==> config.mk <==
export PLATFORM = sky130hd
export DESIGN_NAME = two_axis_deadband_servo_tracker_top
export DESIGN_NICKNAME = d
export VERILOG_FILES = /design/src/hdl/dsst_pkg.sv /design/src/hdl/dsst_axis_lane.sv /design/src/hdl/dsst_merge.sv /design/src/hdl/two_axis_deadband_servo_tracker_top.sv
export SDC_FILE = /design/constraint.sdc
export NUM_CORES = 1
export LEC_CHECK = 0
export BUFFER_PORTS_ARGS = -buffer_cell sky130_fd_sc_hd__clkbuf_2
export CAP_MARGIN = 40
export CORE_MARGIN = 2
export CORE_UTILIZATION = 40
export CTS_BUF_LIST = sky130_fd_sc_hd__clkbuf_8 sky130_fd_sc_hd__clkbuf_16
export DETAILED_ROUTE_END_ITERATION = 12
export PLACE_DENSITY = 0.64
export SLEW_MARGIN = 10
export SYNTH_ARGS = -nofsm -noshare
export SYNTH_HDL_FRONTEND = slang
export SYNTH_SLANG_ARGS = --single-unit
==> constraint.sdc <==
create_clock -name aclk -period 41.3 [get_ports aclk]
set_clock_uncertainty 0.1 [all_clocks]
set_input_delay 12.39 -clock aclk [delete_from_list [all_inputs] [get_ports aclk]]
set_output_delay 12.39 -clock aclk [all_outputs]
set_load 0.02 [all_outputs]
==> src/hdl/dsst_pkg.sv <==
// ----------------------------------------------------------------------------
// dsst_pkg
// Shared widths, codes, reset values and types for the two-axis deadband
// servo tracker.
// ----------------------------------------------------------------------------
package dsst_pkg;

    localparam int ERR_W      = 10;
    localparam int TH_W       = 9;
    localparam int GAIN_W     = 8;
    localparam int CNT_W      = 6;
    localparam int POS_W      = 19;
    localparam int PX_W       = 13;
    localparam int PY_W       = 12;
    localparam int STATUS_W   = 2;
    localparam int CFG_IDX_W  = 3;
    localparam int CFG_DATA_W = 9;

    localparam logic [CFG_IDX_W-1:0] REG_X_FAR_TH  = 3'd0;
    localparam logic [CFG_IDX_W-1:0] REG_Y_FAR_TH  = 3'd1;
    localparam logic [CFG_IDX_W-1:0] REG_DEADBAND  = 3'd2;
    localparam logic [CFG_IDX_W-1:0] REG_X_FAR_G   = 3'd3;
    localparam logic [CFG_IDX_W-1:0] REG_X_NEAR_G  = 3'd4;
    localparam logic [CFG_IDX_W-1:0] REG_Y_FAR_G   = 3'd5;
    localparam logic [CFG_IDX_W-1:0] REG_Y_NEAR_G  = 3'd6;
    localparam logic [CFG_IDX_W-1:0] REG_SETTLE    = 3'd7;

    localparam logic [TH_W-1:0]   RST_X_FAR_TH = 9'd50;
    localparam logic [TH_W-1:0]   RST_Y_FAR_TH = 9'd30;
    localparam logic [TH_W-1:0]   RST_DEADBAND = 9'd5;
    localparam logic [GAIN_W-1:0] RST_X_FAR_G  = 8'd5;
    localparam logic [GAIN_W-1:0] RST_X_NEAR_G = 8'd3;
    localparam logic [GAIN_W-1:0] RST_Y_FAR_G  = 8'd3;
    localparam logic [GAIN_W-1:0] RST_Y_NEAR_G = 8'd1;
    localparam logic [CNT_W-1:0]  RST_SETTLE   = 6'd20;

    localparam int PAN_RESET  = 0;
    localparam int TILT_RESET = 1000;

    localparam logic [STATUS_W-1:0] STATUS_ADJUST   = 2'd0;
    localparam logic [STATUS_W-1:0] STATUS_CENTERED = 2'd1;
    localparam logic [STATUS_W-1:0] STATUS_RANGE    = 2'd2;

    typedef struct packed {
        logic centered;
        logic in_window;
    } lane_stat_t;

    typedef struct packed {
        logic [PX_W-1:0]     pos_x;
        logic [PY_W-1:0]     pos_y;
        logic [STATUS_W-1:0] status;
        logic                fire;
    } result_t;

endpackage

==> src/hdl/dsst_axis_lane.sv <==
// ----------------------------------------------------------------------------
// dsst_axis_lane
// One axis: error magnitude, gain schedule, position update and clamp.
// Holds the axis position.
// ----------------------------------------------------------------------------
module dsst_axis_lane #(
    parameter int ERR_WINDOW = 112,
    parameter int POS_LOW    = -3600,
    parameter int POS_HIGH   = 3600,
    parameter int POS_RESET  = 0,
    parameter int OUT_W      = 13
) (
    input  logic                              aclk,
    input  logic                              aresetn,
    input  logic                              apply,
    input  logic signed [dsst_pkg::ERR_W-1:0] err,
    input  logic [dsst_pkg::TH_W-1:0]         far_th,
    input  logic [dsst_pkg::TH_W-1:0]         deadband,
    input  logic [dsst_pkg::GAIN_W-1:0]       far_gain,
    input  logic [dsst_pkg::GAIN_W-1:0]       near_gain,
    output dsst_pkg::lane_stat_t              stat,
    output logic [OUT_W-1:0]                  pos_out
);

    localparam int EW = dsst_pkg::ERR_W;
    localparam int PW = dsst_pkg::POS_W;
    localparam int GW = dsst_pkg::GAIN_W;
    localparam logic [EW-1:0]        WIN = EW'(ERR_WINDOW);
    localparam logic signed [PW-1:0] LO  = PW'(POS_LOW);
    localparam logic signed [PW-1:0] HI  = PW'(POS_HIGH);
    localparam logic signed [PW-1:0] RST = PW'(POS_RESET);

    logic signed [PW-1:0] pos_reg;
    logic signed [PW-1:0] pos_next;
    logic [EW-1:0]        mag;
    logic                 is_far;
    logic                 is_near;
    logic [GW-1:0]        gain;
    logic signed [PW-1:0] prod;
    logic signed [PW-1:0] sum;
    logic signed [PW-1:0] clamped;

    always_comb begin
        mag     = err[EW-1] ? EW'(-err) : EW'(err);
        is_far  = mag > {1'b0, far_th};
        is_near = mag > {1'b0, deadband};
        gain    = is_far ? far_gain : (is_near ? near_gain : '0);
        prod    = $signed({{(PW-EW){err[EW-1]}}, err})
                * $signed({{(PW-GW){1'b0}}, gain});
        sum     = pos_reg - prod;
        if (sum > HI) begin
            clamped = HI;
        end else if (sum < LO) begin
            clamped = LO;
        end else begin
            clamped = sum;
        end
        pos_next = apply ? clamped : pos_reg;
    end

    assign stat.centered  = !is_far && !is_near;
    assign stat.in_window = mag <= WIN;
    assign pos_out        = pos_next[OUT_W-1:0];

    always_ff @(posedge aclk) begin
        if (!aresetn) begin
            pos_reg <= RST;
        end else begin
            pos_reg <= pos_next;
        end
    end

endmodule

==> src/hdl/dsst_merge.sv <==
// ----------------------------------------------------------------------------
// dsst_merge
// Combines the lane results: status, settle counter, fire pulse, and the
// output register with a skid stage.
// ----------------------------------------------------------------------------
module dsst_merge (
    input  logic                                 aclk,
    input  logic                                 aresetn,
    input  logic                                 accept,
    input  dsst_pkg::lane_stat_t                 stat_x,
    input  dsst_pkg::lane_stat_t                 stat_y,
    input  logic [dsst_pkg::CNT_W-1:0]           settle_target,
    input  logic [dsst_pkg::PX_W-1:0]            pos_x,
    input  logic [dsst_pkg::PY_W-1:0]            pos_y,
    output logic                                 s_ready,
    output logic                                 m_valid,
    input  logic                                 m_ready,
    output dsst_pkg::result_t                    m_res
);

    localparam int CW = dsst_pkg::CNT_W;

    logic [CW-1:0]     count_reg;
    logic [CW-1:0]     count_next;
    logic [CW-1:0]     count_mid;
    logic              in_range;
    logic              fire;
    dsst_pkg::result_t res_new;
    dsst_pkg::result_t out_reg;
    dsst_pkg::result_t skid_reg;
    logic              out_valid_reg;
    logic              skid_valid_reg;
    logic              out_free;

    always_comb begin
        in_range = stat_x.in_window && stat_y.in_window;
        if (!in_range) begin
            count_mid = count_reg;
        end else if (stat_x.centered && stat_y.centered) begin
            count_mid = (count_reg == '1) ? count_reg : count_reg + 1'b1;
        end else begin
            count_mid = '0;
        end
        fire       = count_mid >= settle_target;
        count_next = fire ? '0 : count_mid;

        res_new.pos_x = pos_x;
        res_new.pos_y = pos_y;
        res_new.fire  = fire;
        if (!in_range) begin
            res_new.status = dsst_pkg::STATUS_RANGE;
        end else if (stat_x.centered && stat_y.centered) begin
            res_new.status = dsst_pkg::STATUS_CENTERED;
        end else begin
            res_new.status = dsst_pkg::STATUS_ADJUST;
        end
    end

    assign out_free = !out_valid_reg || m_ready;
    assign s_ready  = !skid_valid_reg;
    assign m_valid  = out_valid_reg;
    assign m_res    = out_reg;

    always_ff @(posedge aclk) begin
        if (!aresetn) begin
            count_reg      <= '0;
            out_valid_reg  <= 1'b0;
            skid_valid_reg <= 1'b0;
        end else begin
            if (accept) begin
                count_reg <= count_next;
            end
            if (out_free) begin
                out_valid_reg  <= skid_valid_reg || accept;
                skid_valid_reg <= 1'b0;
            end else if (accept) begin
                skid_valid_reg <= 1'b1;
            end
        end
    end

    always_ff @(posedge aclk) begin
        if (out_free) begin
            if (skid_valid_reg) begin
                out_reg <= skid_reg;
            end else if (accept) begin
                out_reg <= res_new;
            end
        end else if (accept) begin
            skid_reg <= res_new;
        end
    end

endmodule

==> src/hdl/two_axis_deadband_servo_tracker_top.sv <==
// ----------------------------------------------------------------------------
// two_axis_deadband_servo_tracker_top
// Two-axis gain-scheduled deadband tracker with settle counter and fire pulse.
//
// Input channel (s_): one item carries the signed pixel errors s_err_x and
// s_err_y. Result channel (m_): one item per input item with the pan and
// tilt positions after the update, a status code and the fire pulse.
// Configuration: cfg_wr_en writes cfg_wdata to register cfg_index at the
// clock edge; write only while no item is in flight.
// The result is registered in the output register, or in the skid register
// while the output stalls. Throughput: one item per cycle while s_ready is
// high. Each axis lane does its compare, one multiply, subtract and clamp in
// the cycle of acceptance, since the next item uses the updated position.
// Stall: a two-entry output stage (register plus skid) holds results; the
// input keeps accepting until both entries are full.
// Reset: positions return to pan 0 and tilt 1000, the settle count clears,
// all configuration registers take their default values, the output empties.
// ----------------------------------------------------------------------------
module two_axis_deadband_servo_tracker_top #(
    parameter int PAN_LIMIT    = 3600,
    parameter int TILT_HIGH    = 2000,
    parameter int TILT_LOW     = -1000,
    parameter int ERROR_WINDOW = 112
) (
    input  logic                                   aclk,
    input  logic                                   aresetn,
    input  logic                                   s_valid,
    output logic                                   s_ready,
    input  logic signed [dsst_pkg::ERR_W-1:0]      s_err_x,
    input  logic signed [dsst_pkg::ERR_W-1:0]      s_err_y,
    output logic                                   m_valid,
    input  logic                                   m_ready,
    output logic signed [dsst_pkg::PX_W-1:0]       m_pos_x,
    output logic signed [dsst_pkg::PY_W-1:0]       m_pos_y,
    output logic [dsst_pkg::STATUS_W-1:0]          m_status,
    output logic                                   m_fire,
    input  logic                                   cfg_wr_en,
    input  logic [dsst_pkg::CFG_IDX_W-1:0]         cfg_index,
    input  logic [dsst_pkg::CFG_DATA_W-1:0]        cfg_wdata
);

    logic [dsst_pkg::TH_W-1:0]   x_far_th_reg;
    logic [dsst_pkg::TH_W-1:0]   y_far_th_reg;
    logic [dsst_pkg::TH_W-1:0]   deadband_reg;
    logic [dsst_pkg::GAIN_W-1:0] x_far_g_reg;
    logic [dsst_pkg::GAIN_W-1:0] x_near_g_reg;
    logic [dsst_pkg::GAIN_W-1:0] y_far_g_reg;
    logic [dsst_pkg::GAIN_W-1:0] y_near_g_reg;
    logic [dsst_pkg::CNT_W-1:0]  settle_reg;

    logic                        accept;
    logic                        apply;
    dsst_pkg::lane_stat_t        stat_x;
    dsst_pkg::lane_stat_t        stat_y;
    logic [dsst_pkg::PX_W-1:0]   pos_x;
    logic [dsst_pkg::PY_W-1:0]   pos_y;
    dsst_pkg::result_t           res;

    always_ff @(posedge aclk) begin
        if (!aresetn) begin
            x_far_th_reg <= dsst_pkg::RST_X_FAR_TH;
            y_far_th_reg <= dsst_pkg::RST_Y_FAR_TH;
            deadband_reg <= dsst_pkg::RST_DEADBAND;
            x_far_g_reg  <= dsst_pkg::RST_X_FAR_G;
            x_near_g_reg <= dsst_pkg::RST_X_NEAR_G;
            y_far_g_reg  <= dsst_pkg::RST_Y_FAR_G;
            y_near_g_reg <= dsst_pkg::RST_Y_NEAR_G;
            settle_reg   <= dsst_pkg::RST_SETTLE;
        end else if (cfg_wr_en) begin
            case (cfg_index)
                dsst_pkg::REG_X_FAR_TH: x_far_th_reg <= cfg_wdata;
                dsst_pkg::REG_Y_FAR_TH: y_far_th_reg <= cfg_wdata;
                dsst_pkg::REG_DEADBAND: deadband_reg <= cfg_wdata;
                dsst_pkg::REG_X_FAR_G:  x_far_g_reg  <= cfg_wdata[dsst_pkg::GAIN_W-1:0];
                dsst_pkg::REG_X_NEAR_G: x_near_g_reg <= cfg_wdata[dsst_pkg::GAIN_W-1:0];
                dsst_pkg::REG_Y_FAR_G:  y_far_g_reg  <= cfg_wdata[dsst_pkg::GAIN_W-1:0];
                dsst_pkg::REG_Y_NEAR_G: y_near_g_reg <= cfg_wdata[dsst_pkg::GAIN_W-1:0];
                dsst_pkg::REG_SETTLE:   settle_reg   <= cfg_wdata[dsst_pkg::CNT_W-1:0];
                default: begin
                end
            endcase
        end
    end

    assign accept = s_valid && s_ready;
    assign apply  = accept && stat_x.in_window && stat_y.in_window;

    dsst_axis_lane #(
        .ERR_WINDOW (ERROR_WINDOW),
        .POS_LOW    (-PAN_LIMIT),
        .POS_HIGH   (PAN_LIMIT),
        .POS_RESET  (dsst_pkg::PAN_RESET),
        .OUT_W      (dsst_pkg::PX_W)
    ) u_lane_x (
        .aclk      (aclk),
        .aresetn   (aresetn),
        .apply     (apply),
        .err       (s_err_x),
        .far_th    (x_far_th_reg),
        .deadband  (deadband_reg),
        .far_gain  (x_far_g_reg),
        .near_gain (x_near_g_reg),
        .stat      (stat_x),
        .pos_out   (pos_x)
    );

    dsst_axis_lane #(
        .ERR_WINDOW (ERROR_WINDOW),
        .POS_LOW    (TILT_LOW),
        .POS_HIGH   (TILT_HIGH),
        .POS_RESET  (dsst_pkg::TILT_RESET),
        .OUT_W      (dsst_pkg::PY_W)
    ) u_lane_y (
        .aclk      (aclk),
        .aresetn   (aresetn),
        .apply     (apply),
        .err       (s_err_y),
        .far_th    (y_far_th_reg),
        .deadband  (deadband_reg),
        .far_gain  (y_far_g_reg),
        .near_gain (y_near_g_reg),
        .stat      (stat_y),
        .pos_out   (pos_y)
    );

    dsst_merge u_merge (
        .aclk          (aclk),
        .aresetn       (aresetn),
        .accept        (accept),
        .stat_x        (stat_x),
        .stat_y        (stat_y),
        .settle_target (settle_reg),
        .pos_x         (pos_x),
        .pos_y         (pos_y),
        .s_ready       (s_ready),
        .m_valid       (m_valid),
        .m_ready       (m_ready),
        .m_res         (res)
    );

    assign m_pos_x  = res.pos_x;
    assign m_pos_y  = res.pos_y;
    assign m_status = res.status;
    assign m_fire   = res.fire;

endmodule

==> out/results.ini <==
[critical_path]
cp-end-kind=register
r2r_cells=34
crit_type=in2reg
cp.required_ns=41.40
cp_max_fo=16
cpMaxStageDelayCell=a31oi_1
startpoint_type=input port
cp.arrival_ns=22.66
critical-path-max-stage-delay_ns=0.67
worst_path_most_repeated_cell=fa_1

[cts]
ctsResizeCount=0
cts-root-buf=clkbuf_16
tritoncts=yes
hold_buffers=0
cts_setup_buffers=0
cts_sinks=167
cts_inserted_buffers=17
clkTransAtPathRegs_ns=0.07
clk_latency_ns=0.46
htree_levels=4
cts_buffer_depth=2

[global_route]
met1_usage_pct=24.5
grt_pass1_vias=13779
antenna_found_initial=2
overflow=0
grt_use_total_pct=20.1
grt_max_degree=73
grt_pass1_wl_um=70800
grt.met3_usage_pct=2.71
grt_most_used_layer=met2
grt.met2_usage_pct=36.9

[pwr]
cellPowerDensity_mw_per_mm2=57.7
leakage_nw=8.07
peakVddDrop_v=0.0000627

[final_layout]
nets=2318
area_delta_synth_final_pct=9.30
drive_gt1_share_pct=8.05
instances_no_fill=2514
fillers=4089
diodes=0

[floorplanning]
start_util_pct=40.5
core_area_mm2=0.0419
io_pins=67
placementRows=75
die_w_um=210
die_h_um=210
dieArea_mm2=0.0441

[hold_path]
hold_depth=2
min_path_type=reg2reg

[logic_synthesis]
synth_flop_cell=dfxtp_1
synth_area_mm2=0.0170
ys_ff_latch=167
synth_edf_count=56
seq_area_frac_synth_pct=23.0
postSynth.asyncResetShare_pct=0
postSynthAreaPerCell_um2=8.82
yosysWarnings=0
syn_nets=2280
syn_inst=1924
synth_cell_types=85

[placement]
gp_congestion=0.928
portBuffers=66
dpl_worst_slack_ns=18.29
dpl.hpwl_um=33300
dp_cells=2481

[run_status]
outcome=finished clean

[timing]
finalSetupViolations=0
fin_setup_tns_ns=0
worst_slack_ns=18.74
worstMarginPinSlew_ns=0.906
max_slew_margin_pct=39.3
fin_crit_sh_pct=54.6
fin_crit_ns=22.56
rsz0062_at_grt=false
fmax_mhz=44.3
slew_violations=0
hold_viol=0

[route]
wl_um=42200
ant_nets=0
first_pass_iters=5
drcViolationCount=0
via_per_inst=5.32
drt-initial-drc-count=772
vias=13373
wl_per_cell_um=16.8

[run]
drv_cap=0

[logic make-up (layout without fill, tap and decap cells)]
kind of cell	after synthesis	count (layout)	share of synthesized area, %
DFF	167	167	23.0
AOI/OAI and AO/OA	334	334	14.1
muxes	11	11	0.752
and+or+nand+nor	640	640	19.3
adders and majority gates	319	319	31.1
xor gates and xnor gates	52	52	2.68
buffers and inverters	401	452	9.02
[metal layers]
| layer | wire length [um] | share of wire, % |
|---|---|---|
| met1 | 18200 | 43 |
| met2 | 21700 | 51 |
| met3 | 1440 | 3.4 |
| met4 | 950 | 2.2 |
| met5 | 22 | 0.052 |
[placed cells by master (no fill, tap or decap), drive strengths merged, types with 12 or more instances in the layout]
cell	netlist	final
inv	329	336
nand2	209	209
fa	172	172
ha	147	147
nor2b	113	113
dfxtp	111	111
nor2	105	105
clkbuf	61	82
edfxtp	56	56
a21boi	55	55
a21oi	47	47
o21ai	44	44
nand2b	39	39
xnor2	35	35
nand3	35	35
o211ai	29	29
a31oi	27	27
a21o	25	25
buf	10	24
and2	23	23
nor3	22	22
xor2	17	17
o21a	15	15
and3	14	14
a211oi	12	12
[stage by stage]
| stage | utilization, % | total power, W | hold WS, ns | instance area (um2) |
|---|---|---|---|---|
| 5_1_grt | 44.2 | 0.00117 | 0.390 | 18500 |
| 6_report | 44.2 | 0.00107 | 0.366 | 18500 |
| 3_3_place_gp | 42.3 | 0.000881 | 0.348 | 17800 |
| 2_1_floorplan | - | 0.000741 | 0.333 | 17000 |
| 4_1_cts | 44.2 | 0.00107 | 0.370 | 18500 |
| 3_5_place_dp | 42.6 | 0.000889 | 0.352 | 17900 |
[power breakdown]
group / total, W / switching (W) / internal [W]
Sequential: 0.000181 / 0.00000371 / 0.000177
Clock: 0.000172 / 0.0000865 / 0.0000853
Combinational: 0.000717 / 0.000450 / 0.000267
Total: 0.00107 / 0.000541 / 0.000529
[worst max-delay path: cells and delay by family]
kind	cells	cell delay, ns
fa+ha+maj	9	4.15
compound gates	10	2.72
mux	2	0.50
buf+inv	6	0.93
simple gates	10	1.78
xor+xnor	1	0.20
[path summary, 6_finish.rpt]
check                       start                 to  slack [ns]
setup reg to reg  y_far_th_reg[5]  u_merge.m_res[13]       31.65
setup / recovery       s_err_y[0]  u_merge.m_res[13]       18.74
hold / removal     x_far_g_reg[2]     x_far_g_reg[2]        0.37
hold reg to reg    x_far_g_reg[2]     x_far_g_reg[2]        0.37
[synth_stat cells, types with 5 or more instances]
cell,instances,area (um2)
nand3_1,35,175
edfxtp_1,56,1680
nor3_1,21,105
a21boi_0,54,405
clkbuf_1,56,210
xnor2_1,35,307
a21o_1,25,188
fa_1,172,3440
nor4_1,5,31.3
and2_1,23,144
nand4_1,11,68.8
nor2_1,104,390
and4_1,7,61.3
a211oi_1,12,90.1
and3_1,14,87.6
a21oi_1,47,235
a211o_1,5,43.8
mux2_2,6,67.6
o211ai_1,29,218
nand2b_1,39,244
o31ai_1,10,75.1
ha_1,147,1840
dfxtp_1,111,2220
or2_2,8,50.1
nor4b_1,6,52.6
o221ai_1,8,70.1
nand2_1,209,785
nor3b_1,10,75.1
a31oi_1,27,169
clkbuf_2,5,25.0
or3_1,11,68.8
nor2b_1,113,707
buf_2,6,30.0
xor2_1,17,149
o21ai_0,42,210
o21a_1,15,113
inv_1,329,1230
[area by class of cell]
type	instances	area, um2	share of cell area, %
multi-input combinational	1356	11500	62.2
tap	539	674	3.64
clock buffer	17	425	2.29
timing repair buffer	90	531	2.86
clock inverter	15	230	1.24
sequential	167	3900	21.0
inverter	330	1240	6.68
Note: power is estimated with default switching activity, not from simulation.
